$ cat src/design/energy_meter_with_zero_tracking_core_assert.svh
// Assertion macros for the energy meter RTL.
// Standalone header; included by files that carry concurrent checks.
`ifndef ENERGY_METER_WITH_ZERO_TRACKING_CORE_ASSERT_SVH
`define ENERGY_METER_WITH_ZERO_TRACKING_CORE_ASSERT_SVH

// Same-cycle implication, disabled during reset.
`define EMWZ_ASSERT_IMP(lbl, clk, rst, ante, cons) \
  lbl: assert property (@(posedge clk) disable iff (rst) (ante) |-> (cons)) \
    else $error("emwz assertion failed");

// Next-cycle implication, disabled during reset.
`define EMWZ_ASSERT_NXT(lbl, clk, rst, ante, cons) \
  lbl: assert property (@(posedge clk) disable iff (rst) (ante) |=> (cons)) \
    else $error("emwz assertion failed");

`endif

$ cat src/design/emwz_pkg.sv
// Package for the energy meter core: constants, codes, state and command types.
// No dependencies.
package emwz_pkg;

  localparam int CHANNELS   = 4;
  localparam int CH_W       = (CHANNELS > 1) ? $clog2(CHANNELS) : 1;
  localparam int DIV_STEPS  = 64;
  localparam int DIV_CNT_W  = 6;
  localparam int CFG_ADDR_W = 3;
  localparam int CFG_DATA_W = 16;

  localparam logic [2:0]  IDX_VOLT  = 3'd4;
  localparam logic [15:0] VOLT_CORR = 16'd111;

  // Configuration register indexes
  localparam logic [CFG_ADDR_W-1:0] REG_ZWIN_LOW  = 3'd0;
  localparam logic [CFG_ADDR_W-1:0] REG_ZWIN_HIGH = 3'd1;
  localparam logic [CFG_ADDR_W-1:0] REG_ZAVG_LIM  = 3'd2;
  localparam logic [CFG_ADDR_W-1:0] REG_VDIV      = 3'd3;
  localparam logic [CFG_ADDR_W-1:0] REG_MV_PER_A  = 3'd4;

  localparam logic OP_SAMPLE = 1'b0;
  localparam logic OP_REPORT = 1'b1;

  typedef enum logic [1:0] {MS_VD, MS_CNT, MS_LO, MS_HI} mul_sel_t;
  typedef enum logic [1:0] {DS_VOLT, DS_ZERO, DS_REPORT} div_sel_t;

  typedef enum logic [4:0] {
    ST_IDLE, ST_DISPATCH, ST_VDIV_GO, ST_VDIV_WAIT, ST_CH_CHECK, ST_ZDIV_GO,
    ST_ZDIV_WAIT, ST_CH_MUL, ST_CH_ACC, ST_SAMPLE_FIN, ST_REP_DEN_MUL, ST_REP_DEN,
    ST_REP_MLO, ST_REP_MHI, ST_REP_ACC, ST_REP_DIV_GO, ST_REP_DIV_WAIT, ST_REP_EMIT
  } ctrl_state_t;

  typedef struct packed {
    logic            load;
    logic            div_start;
    div_sel_t        div_sel;
    logic            mul_go;
    mul_sel_t        mul_sel;
    logic            acc_load;
    logic            acc_add;
    logic            den_load;
    logic            v_load;
    logic            energy_add;
    logic            zero_upd;
    logic            zero_fin;
    logic            sample_fin;
    logic            out_load;
    logic            vsel;
    logic [CH_W-1:0] ch;
  } dp_cmd_t;

  typedef struct packed {
    logic opcode;
    logic relay;
    logic in_window;
    logic refresh;
    logic div_done;
    logic out_free;
  } dp_status_t;

endpackage

$ cat src/design/energy_meter_with_zero_tracking_core.sv
// Four-channel energy meter with zero-current tracking, top level.
// Sample: an item takes longer for each relay-on channel and each zero refresh;
// the 64-step shared divider runs once for the voltage and once per refresh.
// Report: a divide per channel and the voltage, plus output wait; one item at a time.
// Synchronous active-high reset restores register defaults and clears all sums.
module energy_meter_with_zero_tracking_core import emwz_pkg::*; (
  input  logic                  clk,
  input  logic                  rst,
  input  logic                  cfg_we,
  input  logic [CFG_ADDR_W-1:0] cfg_index,
  input  logic [CFG_DATA_W-1:0] cfg_data,
  input  logic                  in_valid,
  output logic                  in_stall,
  input  logic                  opcode,
  input  logic [11:0]           current_ch0,
  input  logic [11:0]           current_ch1,
  input  logic [11:0]           current_ch2,
  input  logic [11:0]           current_ch3,
  input  logic [15:0]           line_voltage_code,
  input  logic [3:0]            relay_on_mask,
  input  logic [11:0]           reference_millivolts,
  output logic                  out_valid,
  input  logic                  out_stall,
  output logic [2:0]            channel_index,
  output logic [31:0]           reported_value,
  output logic                  last_of_report
);

  dp_cmd_t    cmd;
  dp_status_t sts;

  emwz_ctrl u_ctrl (
    .clk      (clk),
    .rst      (rst),
    .in_valid (in_valid),
    .in_stall (in_stall),
    .sts      (sts),
    .cmd      (cmd)
  );

  emwz_datapath u_dp (
    .clk                  (clk),
    .rst                  (rst),
    .cfg_we               (cfg_we),
    .cfg_index            (cfg_index),
    .cfg_data             (cfg_data),
    .opcode               (opcode),
    .current_ch0          (current_ch0),
    .current_ch1          (current_ch1),
    .current_ch2          (current_ch2),
    .current_ch3          (current_ch3),
    .line_voltage_code    (line_voltage_code),
    .relay_on_mask        (relay_on_mask),
    .reference_millivolts (reference_millivolts),
    .cmd                  (cmd),
    .sts                  (sts),
    .out_valid            (out_valid),
    .out_stall            (out_stall),
    .channel_index        (channel_index),
    .reported_value       (reported_value),
    .last_of_report       (last_of_report)
  );

endmodule

$ cat src/design/emwz_div.sv
// Iterative restoring divider, 64-bit dividend and divisor, one bit per cycle.
// Depends on emwz_pkg.
module emwz_div import emwz_pkg::*; (
  input  logic        clk,
  input  logic        rst,
  input  logic        start,
  input  logic [63:0] dividend,
  input  logic [63:0] divisor,
  output logic        done,
  output logic [63:0] quotient
);

  logic [63:0]          dvd;
  logic [63:0]          dsr;
  logic [64:0]          rem;
  logic [DIV_CNT_W-1:0] cnt;
  logic                 busy;
  logic [64:0]          shifted;
  logic [64:0]          diff;

  // Shift in one dividend bit and trial-subtract
  always_comb begin
    shifted = {rem[63:0], dvd[63]};
    diff    = shifted - {1'b0, dsr};
  end

  // Control of the iteration
  always_ff @(posedge clk) begin
    if (rst) begin
      busy <= 1'b0;
      done <= 1'b0;
      cnt  <= '0;
    end else if (start) begin
      busy <= (divisor != 64'd0);
      done <= (divisor == 64'd0);
      cnt  <= '0;
    end else if (busy) begin
      cnt <= cnt + 1'b1;
      if (cnt == DIV_CNT_W'(DIV_STEPS - 1)) begin
        busy <= 1'b0;
        done <= 1'b1;
      end
    end else begin
      done <= 1'b0;
    end
  end

  // Datapath: a zero divisor yields a zero quotient
  always_ff @(posedge clk) begin
    if (start) begin
      dvd <= (divisor == 64'd0) ? 64'd0 : dividend;
      dsr <= divisor;
      rem <= '0;
    end else if (busy) begin
      if (!diff[64]) begin
        rem <= diff;
        dvd <= {dvd[62:0], 1'b1};
      end else begin
        rem <= shifted;
        dvd <= {dvd[62:0], 1'b0};
      end
    end
  end

  assign quotient = dvd;

endmodule

$ cat src/design/emwz_datapath.sv
// Datapath: configuration, accumulators, zero tracking, shared multiplier and
// divider, output register. Depends on emwz_pkg and emwz_div.
module emwz_datapath import emwz_pkg::*; (
  input  logic                  clk,
  input  logic                  rst,
  input  logic                  cfg_we,
  input  logic [CFG_ADDR_W-1:0] cfg_index,
  input  logic [CFG_DATA_W-1:0] cfg_data,
  input  logic                  opcode,
  input  logic [11:0]           current_ch0,
  input  logic [11:0]           current_ch1,
  input  logic [11:0]           current_ch2,
  input  logic [11:0]           current_ch3,
  input  logic [15:0]           line_voltage_code,
  input  logic [3:0]            relay_on_mask,
  input  logic [11:0]           reference_millivolts,
  input  dp_cmd_t               cmd,
  output dp_status_t            sts,
  output logic                  out_valid,
  input  logic                  out_stall,
  output logic [2:0]            channel_index,
  output logic [31:0]           reported_value,
  output logic                  last_of_report
);

  logic [11:0] zwin_low, zwin_high;
  logic [15:0] zavg_lim, vdiv;
  logic [13:0] mv_per_a;

  logic        item_op;
  logic [11:0] item_cur [CHANNELS];
  logic [15:0] item_vcode;
  logic [3:0]  item_mask;
  logic [11:0] item_vref;

  logic [15:0] v;
  logic [11:0] zero_offset [CHANNELS];
  logic [31:0] zero_sum    [CHANNELS];
  logic [15:0] zero_count  [CHANNELS];
  logic [63:0] energy_sum  [CHANNELS];
  logic [63:0] voltage_sum;
  logic [31:0] sample_count;

  logic [47:0] prod;
  logic [63:0] acc;
  logic [63:0] den;

  logic [11:0] code, zoff, dev;
  logic [15:0] cnt1;
  logic [63:0] src;
  logic [15:0] mul_b_x;
  logic [31:0] mul_a;
  logic [15:0] mul_b;
  logic [63:0] div_dvd, div_dsr;
  logic        div_done;
  logic [63:0] quotient;
  logic [3:0]  cur_pad [4];

  // Configuration registers
  always_ff @(posedge clk) begin
    if (rst) begin
      zwin_low  <= 12'd0;
      zwin_high <= 12'd4095;
      zavg_lim  <= 16'd2000;
      vdiv      <= 16'd1;
      mv_per_a  <= 14'd100;
    end else if (cfg_we) begin
      case (cfg_index)
        REG_ZWIN_LOW:  zwin_low  <= cfg_data[11:0];
        REG_ZWIN_HIGH: zwin_high <= cfg_data[11:0];
        REG_ZAVG_LIM:  zavg_lim  <= cfg_data;
        REG_VDIV:      vdiv      <= cfg_data;
        REG_MV_PER_A:  mv_per_a  <= cfg_data[13:0];
        default: ;
      endcase
    end
  end

  // Hold the accepted item
  always_ff @(posedge clk) begin
    if (cmd.load) begin
      item_op     <= opcode;
      item_cur[0] <= current_ch0;
      if (CHANNELS > 1) item_cur[1 % CHANNELS] <= current_ch1;
      if (CHANNELS > 2) item_cur[2 % CHANNELS] <= current_ch2;
      if (CHANNELS > 3) item_cur[3 % CHANNELS] <= current_ch3;
      item_vcode  <= line_voltage_code;
      item_mask   <= relay_on_mask;
      item_vref   <= reference_millivolts;
    end
  end

  assign cur_pad = '{4'd0, 4'd0, 4'd0, 4'd0};

  // Per-channel selection
  always_comb begin
    code    = item_cur[cmd.ch];
    zoff    = zero_offset[cmd.ch];
    dev     = (code >= zoff) ? code - zoff : zoff - code;
    cnt1    = zero_count[cmd.ch] + 16'd1;
    src     = cmd.vsel ? voltage_sum : energy_sum[cmd.ch];
    mul_b_x = cmd.vsel ? VOLT_CORR : {4'd0, item_vref};
  end

  // Status toward the controller
  always_comb begin
    sts.opcode    = item_op;
    sts.relay     = item_mask[cmd.ch];
    sts.in_window = (code > zwin_low) && (code < zwin_high);
    sts.refresh   = (cnt1 > zavg_lim) || (cnt1 == 16'hFFFF);
    sts.div_done  = div_done;
    sts.out_free  = !out_valid || !out_stall;
  end

  // Shared multiplier operands
  always_comb begin
    case (cmd.mul_sel)
      MS_VD:   begin mul_a = {16'd0, v};     mul_b = {cur_pad[0], dev}; end
      MS_CNT:  begin mul_a = sample_count;   mul_b = {2'd0, mv_per_a};  end
      MS_LO:   begin mul_a = src[31:0];      mul_b = mul_b_x;           end
      MS_HI:   begin mul_a = src[63:32];     mul_b = mul_b_x;           end
      default: begin mul_a = '0;             mul_b = '0;                end
    endcase
  end

  // Register product, assemble wide product and denominator
  always_ff @(posedge clk) begin
    if (cmd.mul_go)   prod <= mul_a * mul_b;
    if (cmd.acc_load) acc  <= {16'd0, prod};
    else if (cmd.acc_add) acc <= acc + {prod[31:0], 32'd0};
    if (cmd.den_load) den  <= {6'd0, prod[45:0], 12'd0};
    if (cmd.v_load)   v    <= quotient[15:0];
  end

  // Divider operands
  always_comb begin
    case (cmd.div_sel)
      DS_VOLT: begin
        div_dvd = {48'd0, item_vcode};
        div_dsr = {48'd0, (vdiv == 16'd0) ? 16'd1 : vdiv};
      end
      DS_ZERO: begin
        div_dvd = {32'd0, zero_sum[cmd.ch]};
        div_dsr = {48'd0, zero_count[cmd.ch]};
      end
      DS_REPORT: begin
        div_dvd = acc;
        div_dsr = cmd.vsel ? {32'd0, sample_count} : den;
      end
      default: begin
        div_dvd = '0;
        div_dsr = '0;
      end
    endcase
  end

  emwz_div u_div (
    .clk      (clk),
    .rst      (rst),
    .start    (cmd.div_start),
    .dividend (div_dvd),
    .divisor  (div_dsr),
    .done     (div_done),
    .quotient (quotient)
  );

  // Accumulators and zero tracking
  always_ff @(posedge clk) begin
    if (rst) begin
      for (int i = 0; i < CHANNELS; i++) begin
        zero_offset[i] <= '0;
        zero_sum[i]    <= '0;
        zero_count[i]  <= '0;
        energy_sum[i]  <= '0;
      end
      voltage_sum  <= '0;
      sample_count <= '0;
    end else begin
      if (cmd.energy_add)
        energy_sum[cmd.ch] <= energy_sum[cmd.ch] + {16'd0, prod};
      if (cmd.zero_upd) begin
        zero_sum[cmd.ch]   <= zero_sum[cmd.ch] + {20'd0, code};
        zero_count[cmd.ch] <= cnt1;
        if (zoff == 12'd0) zero_offset[cmd.ch] <= code;
      end
      if (cmd.zero_fin) begin
        zero_offset[cmd.ch] <= quotient[11:0];
        zero_sum[cmd.ch]    <= '0;
        zero_count[cmd.ch]  <= '0;
      end
      if (cmd.sample_fin) begin
        voltage_sum  <= voltage_sum + {48'd0, v};
        sample_count <= sample_count + 32'd1;
      end
      // Clear what a report result has just drained
      if (cmd.out_load) begin
        if (cmd.vsel) begin
          voltage_sum  <= '0;
          sample_count <= '0;
        end else begin
          energy_sum[cmd.ch] <= '0;
        end
      end
    end
  end

  // Output register
  always_ff @(posedge clk) begin
    if (rst) begin
      out_valid <= 1'b0;
    end else if (cmd.out_load) begin
      out_valid <= 1'b1;
    end else if (!out_stall) begin
      out_valid <= 1'b0;
    end
  end

  always_ff @(posedge clk) begin
    if (cmd.out_load) begin
      channel_index  <= cmd.vsel ? IDX_VOLT : 3'(cmd.ch);
      reported_value <= quotient[31:0];
      last_of_report <= cmd.vsel;
    end
  end

endmodule

$ cat src/design/emwz_ctrl.sv
// Controller state machine sequencing samples and reports over the datapath.
// Depends on emwz_pkg and the assertion macro header.
`include "energy_meter_with_zero_tracking_core_assert.svh"
module emwz_ctrl import emwz_pkg::*; (
  input  logic       clk,
  input  logic       rst,
  input  logic       in_valid,
  output logic       in_stall,
  input  dp_status_t sts,
  output dp_cmd_t    cmd
);

  ctrl_state_t     state, state_next;
  logic [CH_W-1:0] ch, ch_next;
  logic            vsel, vsel_next;
  logic            last_ch;

  assign last_ch = (ch == CH_W'(CHANNELS - 1));

  always_ff @(posedge clk) begin
    if (rst) begin
      state <= ST_IDLE;
      ch    <= '0;
      vsel  <= 1'b0;
    end else begin
      state <= state_next;
      ch    <= ch_next;
      vsel  <= vsel_next;
    end
  end

  // Next state
  always_comb begin
    state_next = state;
    ch_next    = ch;
    vsel_next  = vsel;
    case (state)
      ST_IDLE: if (in_valid) state_next = ST_DISPATCH;
      ST_DISPATCH: begin
        ch_next    = '0;
        vsel_next  = 1'b0;
        state_next = (sts.opcode == OP_REPORT) ? ST_REP_DEN_MUL : ST_VDIV_GO;
      end
      ST_VDIV_GO: state_next = ST_VDIV_WAIT;
      ST_VDIV_WAIT: if (sts.div_done) state_next = ST_CH_CHECK;
      ST_CH_CHECK: begin
        if (sts.relay) begin
          state_next = ST_CH_MUL;
        end else if (sts.in_window && sts.refresh) begin
          state_next = ST_ZDIV_GO;
        end else if (last_ch) begin
          state_next = ST_SAMPLE_FIN;
        end else begin
          ch_next = ch + 1'b1;
        end
      end
      ST_ZDIV_GO: state_next = ST_ZDIV_WAIT;
      ST_ZDIV_WAIT, ST_CH_ACC: begin
        if (state == ST_CH_ACC || sts.div_done) begin
          if (last_ch) begin
            state_next = ST_SAMPLE_FIN;
          end else begin
            ch_next    = ch + 1'b1;
            state_next = ST_CH_CHECK;
          end
        end
      end
      ST_CH_MUL:       state_next = ST_CH_ACC;
      ST_SAMPLE_FIN:   state_next = ST_IDLE;
      ST_REP_DEN_MUL:  state_next = ST_REP_DEN;
      ST_REP_DEN:      state_next = ST_REP_MLO;
      ST_REP_MLO:      state_next = ST_REP_MHI;
      ST_REP_MHI:      state_next = ST_REP_ACC;
      ST_REP_ACC:      state_next = ST_REP_DIV_GO;
      ST_REP_DIV_GO:   state_next = ST_REP_DIV_WAIT;
      ST_REP_DIV_WAIT: if (sts.div_done) state_next = ST_REP_EMIT;
      ST_REP_EMIT: begin
        if (sts.out_free) begin
          if (vsel) begin
            state_next = ST_IDLE;
          end else if (last_ch) begin
            vsel_next  = 1'b1;
            state_next = ST_REP_MLO;
          end else begin
            ch_next    = ch + 1'b1;
            state_next = ST_REP_MLO;
          end
        end
      end
      default: state_next = ST_IDLE;
    endcase
  end

  // Outputs
  always_comb begin
    cmd         = '0;
    cmd.ch      = ch;
    cmd.vsel    = vsel;
    cmd.div_sel = DS_VOLT;
    cmd.mul_sel = MS_VD;
    in_stall    = (state != ST_IDLE);
    case (state)
      ST_IDLE:     cmd.load = in_valid;
      ST_VDIV_GO:  cmd.div_start = 1'b1;
      ST_VDIV_WAIT: cmd.v_load = sts.div_done;
      ST_CH_CHECK: cmd.zero_upd = !sts.relay && sts.in_window;
      ST_ZDIV_GO: begin
        cmd.div_start = 1'b1;
        cmd.div_sel   = DS_ZERO;
      end
      ST_ZDIV_WAIT: begin
        cmd.div_sel  = DS_ZERO;
        cmd.zero_fin = sts.div_done;
      end
      ST_CH_MUL:     cmd.mul_go = 1'b1;
      ST_CH_ACC:     cmd.energy_add = 1'b1;
      ST_SAMPLE_FIN: cmd.sample_fin = 1'b1;
      ST_REP_DEN_MUL: begin
        cmd.mul_go  = 1'b1;
        cmd.mul_sel = MS_CNT;
      end
      ST_REP_DEN: cmd.den_load = 1'b1;
      ST_REP_MLO: begin
        cmd.mul_go  = 1'b1;
        cmd.mul_sel = MS_LO;
      end
      ST_REP_MHI: begin
        cmd.mul_go   = 1'b1;
        cmd.mul_sel  = MS_HI;
        cmd.acc_load = 1'b1;
      end
      ST_REP_ACC: cmd.acc_add = 1'b1;
      ST_REP_DIV_GO: begin
        cmd.div_start = 1'b1;
        cmd.div_sel   = DS_REPORT;
      end
      ST_REP_DIV_WAIT: cmd.div_sel = DS_REPORT;
      ST_REP_EMIT: begin
        cmd.div_sel  = DS_REPORT;
        cmd.out_load = sts.out_free;
      end
      default: ;
    endcase
  end

  `EMWZ_ASSERT_NXT(a_accept_leaves_idle, clk, rst, in_valid && !in_stall, state == ST_DISPATCH)
  `EMWZ_ASSERT_IMP(a_load_needs_room, clk, rst, cmd.out_load, sts.out_free)
  `EMWZ_ASSERT_NXT(a_vdiv_then_check, clk, rst, state == ST_VDIV_WAIT && sts.div_done, state == ST_CH_CHECK && ch == '0)

endmodule
$ cat config.mk
export PLATFORM = sky130hd
export DESIGN_NAME = energy_meter_with_zero_tracking_core
export DESIGN_NICKNAME = d
export VERILOG_FILES = /design/src/design/emwz_pkg.sv /design/src/design/energy_meter_with_zero_tracking_core.sv /design/src/design/emwz_div.sv /design/src/design/emwz_datapath.sv /design/src/design/emwz_ctrl.sv
export VERILOG_INCLUDE_DIRS = /design/src /design/src/design
export SDC_FILE = /design/constraint.sdc
export NUM_CORES = 2
export LEC_CHECK = 0
export BUFFER_PORTS_ARGS = -buffer_cell sky130_fd_sc_hd__buf_2
export CORE_MARGIN = 1
export CORE_UTILIZATION = 35
export DETAILED_ROUTE_END_ITERATION = 10
export GPL_ROUTABILITY_DRIVEN = 0
export SETUP_SLACK_MARGIN = 0.05
export SLEW_MARGIN = 25
export SYNTH_ARGS = -nofsm -noshare
export SYNTH_HDL_FRONTEND = slang
export SYNTH_SLANG_ARGS = --single-unit
$ cat constraint.sdc
create_clock -name clk -period 10.53 [get_ports clk]
set_input_delay 1.5795 -clock clk [delete_from_list [all_inputs] [get_ports clk]]
set_output_delay 1.5795 -clock clk [all_outputs]
set_load 0.01 [all_outputs]
==> impl_metrics.env <==
export IMPL_wl_per_cell_um=22.5
export IMPL_top_layer="met5"
export IMPL_required_ns=11.00
export IMPL_hold_violations=0
export IMPL_dp_hpwl_um=168000
export IMPL_finalCritPeriodShare=0.962
export IMPL_synth_top_family_by_area="adder cells"
export IMPL_track_usage=0.213
export IMPL_die_h_um=461
export IMPL_critPathKind="reg2reg"
export IMPL_antenna_found_initial=12
export IMPL_grt_pass1_vias=55200
export IMPL_core_um2=210000
export IMPL_grt_max_degree=99
export IMPL_yosys_register_bits=1157
export IMPL_port_buffers=142
export IMPL_area_growth_pct=11.7
export IMPL_die_w_um=461
export IMPL_initial_core_util=0.352
export IMPL_end_kind="flip-flop"
export IMPL_dieArea_um2=213000
export IMPL_worstMarginPinSlew_ns=1.12
export IMPL_postCtsHoldBufs=0
export IMPL_critPathMaxStageDelay_ns=0.57
export IMPL_io_pins=143
export IMPL_reg2reg_depth=36
export IMPL_dr_pass1_iters=6
export IMPL_cts_sinks=1157
export IMPL_fin_skew_ns=0.0787
export IMPL_timing_fmax_ghz=0.0987
export IMPL_avgViaCountPerCell=5.47
export IMPL_slowest_stage="fa_1"
export IMPL_synthesis_nets=8035
export IMPL_slew_headroom=0.251
export IMPL_cts_path_max_buffers=3
export IMPL_crit_fanout=18
export IMPL_synthXorXnorAreaFrac=0.0378
export IMPL_synth_compound_area_frac=0.109
export IMPL_syn_instance_count=7192
export IMPL_seq_area_frac_synth=0.435
export IMPL_ys_warnings_count=0
export IMPL_nets=8109
export IMPL_cts_buffers=121
export IMPL_synth_cell_types=88
export IMPL_reg2reg_setup_slack_ns=0.39
export IMPL_wl_um=229000
export IMPL_r2r_end="u_dp.prod[46]"
export IMPL_min_path_type="reg2reg"
export IMPL_arrival_ns=10.60
export IMPL_synth_edff_count=892
export IMPL_setup_viol=0
export IMPL_htreeDepth=3
export IMPL_synth_mux_area_frac=0.0575
export IMPL_drc=0
export IMPL_timing_hold_ws_ns=0.458
export IMPL_cpMostUsedCell="fa_1"
export IMPL_avgSynthCellArea_um2=10.3
export IMPL_period_needed_ns=10.14
export IMPL_synthAdderAreaFrac=0.162
export IMPL_critPathCapture="u_dp.prod[46]"
export IMPL_dr_wl_met2_um=101000
export IMPL_routed_wl_met3_um=21200
export IMPL_status="finished, final reports clean"
export IMPL_cts_tree="yes"
export IMPL_grt_pass1_wl_um=344000
export IMPL_slew_viol_final=0
export IMPL_initialDrtViolationCount=5981
export IMPL_startpoint_type="flip-flop"
export IMPL_synthSimpleGateAreaFrac=0.142
export IMPL_wl_met1_um=98100
export IMPL_fp_row_count=168
export IMPL_ant_nets=0
export IMPL_clkLatencyLatePin_ns=0.79
export IMPL_cap_violations=0
export IMPL_async_flop_share=0
export IMPL_synth_area_um2=73800
export IMPL_vias=55700
export IMPL_ys_flop_type="edfxtp_1"
export IMPL_clk_pin_slew_ns=0.07
export IMPL_drive_gt1_frac=0.100
export IMPL_cts_root_buffer="clkbuf_16"
export IMPL_overflow=0
==> registers in the layout, indices dropped and copies added (netlist names), 46 cells and up, named ones only <==
signal,count
u_dp.prod,48
u_dp.zero_sum,128
u_dp.item_cur,48
u_dp.zero_offset,48
u_dp.u_div.rem,64
u_dp.voltage_sum,64
u_dp.acc,64
u_dp.energy_sum,256
u_dp.zero_count,64
u_dp.u_div.quotient,64
u_dp.den,46
u_dp.u_div.dsr,58
==> synth_stat cells (30+ instances only) <==
| cell type | instances | share of area |
|---|---|---|
| edfxtp_1 | 892 | 0.36 |
| nand2_1 | 858 | 0.044 |
| nor2_1 | 840 | 0.043 |
| inv_1 | 727 | 0.037 |
| a21oi_1 | 425 | 0.029 |
| ha_1 | 371 | 0.063 |
| fa_1 | 367 | 0.10 |
| clkbuf_1 | 278 | 0.014 |
| dfxtp_1 | 265 | 0.072 |
| o21ai_0 | 263 | 0.018 |
| xnor2_1 | 176 | 0.021 |
| xor2_1 | 141 | 0.017 |
| mux4_2 | 137 | 0.042 |
| a21o_1 | 135 | 0.014 |
| nand3_1 | 116 | 0.0079 |
| mux2i_1 | 115 | 0.016 |
| nor2b_1 | 81 | 0.0069 |
| nor3_1 | 77 | 0.0052 |
| nand4_1 | 74 | 0.0063 |
| and3_1 | 72 | 0.0061 |
| and2_1 | 65 | 0.0055 |
| a22o_1 | 51 | 0.0060 |
| nand2b_1 | 51 | 0.0043 |
| o21bai_1 | 42 | 0.0043 |
| a211oi_1 | 40 | 0.0041 |
| a22oi_1 | 37 | 0.0038 |
| buf_2 | 36 | 0.0024 |
| a31oi_1 | 31 | 0.0026 |
| or3_1 | 30 | 0.0025 |
==> cell type report <==
| class | instances | area (um2) |
|---|---|---|
| clock buffers | 151 | 3230 |
| repair buffers | 304 | 2030 |
| diodes | 3 | 7.51 |
| inverters | 729 | 2740 |
| flip-flops and latches | 1157 | 32100 |
| well taps | 2805 | 3510 |
| multi-input cells | 4953 | 37900 |
| fillers | 20400 | 127000 |
| clock inverters | 79 | 950 |
==> through the flow <==
stage | instances | cell area, um2 | setup TNS [ns] | worst slack [ns] | util
after floorplan | 7192 | 74000 | 0 | 0.0473 | -
final | 10200 | 82400 | 0 | 0.395 | 0.393
after detailed placement | 9933 | 78000 | 0 | 0.139 | 0.372
after CTS | 10200 | 82200 | 0 | 0.0581 | 0.392
after global routing | 10200 | 82400 | -0.000732 | -0.000732 | 0.393
after global placement | 9933 | 78000 | 0 | 0.233 | 0.372
==> routing by layer <==
layer | vias to the layer above | track usage
li1 | 25000 | -
met1 | 27900 | 0.300
met2 | 2340 | 0.328
met3 | 405 | 0.0380
met4 | 2 | 0.0746
met5 | - | 0
==> how the worst min path moves through the flow <==
stage / startpoint / endpoint / slack [ns] / cells after the start
2_1_floorplan: u_ctrl.vsel / u_dp.last_of_report / 0.41 / 0
3_3_place_gp: u_dp.zavg_lim[2] / u_dp.zavg_lim[2] / 0.44 / 2
3_5_place_dp: u_dp.u_div.quotient[25] / u_dp.reported_value[25] / 0.44 / 0
4_1_cts: u_dp.zavg_lim[5] / u_dp.zavg_lim[5] / 0.46 / 2
5_1_grt: u_dp.zwin_low[1] / u_dp.zwin_low[1] / 0.48 / 2
6_report: u_dp.zavg_lim[11] / u_dp.zavg_lim[11] / 0.46 / 2
==> placed cells by master (no fill, tap or decap), types with 37 or more instances in the layout <==
cell type	n
buf_2	141
nor2b_1	81
nand4_1	74
o21ai_0	250
clkbuf_16	123
mux4_2	137
nand2_1	856
fa_1	367
nand3_1	116
nor3_1	73
a21oi_1	423
a22oi_1	37
nor2_1	837
and3_1	71
o21bai_1	42
a211oi_1	38
edfxtp_1	892
dfxtp_1	261
a22o_1	51
buf_4	153
xnor2_1	176
nand2b_1	45
a21o_1	130
xor2_1	141
ha_1	368
and2_1	64
inv_1	723
mux2i_1	114
==> cell families after synthesis <==
kind of cell,count (synthesis)
compound gates,1267
flops,1157
xor+xnor,318
simple gates,2376
fa+ha+maj,738
mux,253
buf+inv,1083
==> what timing repair did <==
action,4_1_cts,5_1_grt
setup endpoints to repair,1,21
cloned,0,2
pin swaps,0,7
buffers inserted,0,11
resized for setup,1,21
==> critical path, delay by kind of cell (launching register included) <==
kind            cells  cell delay [ns]
compound gates     16             3.88
fa+ha+maj           8             3.60
buf+inv             8             1.01
mux                 1             0.56
flops               1             0.38
xor+xnor            2             0.26
simple gates        1             0.09
Power is not shown: default switching activity piles up to over one toggle a cycle in this logic, so the estimate is an artifact.
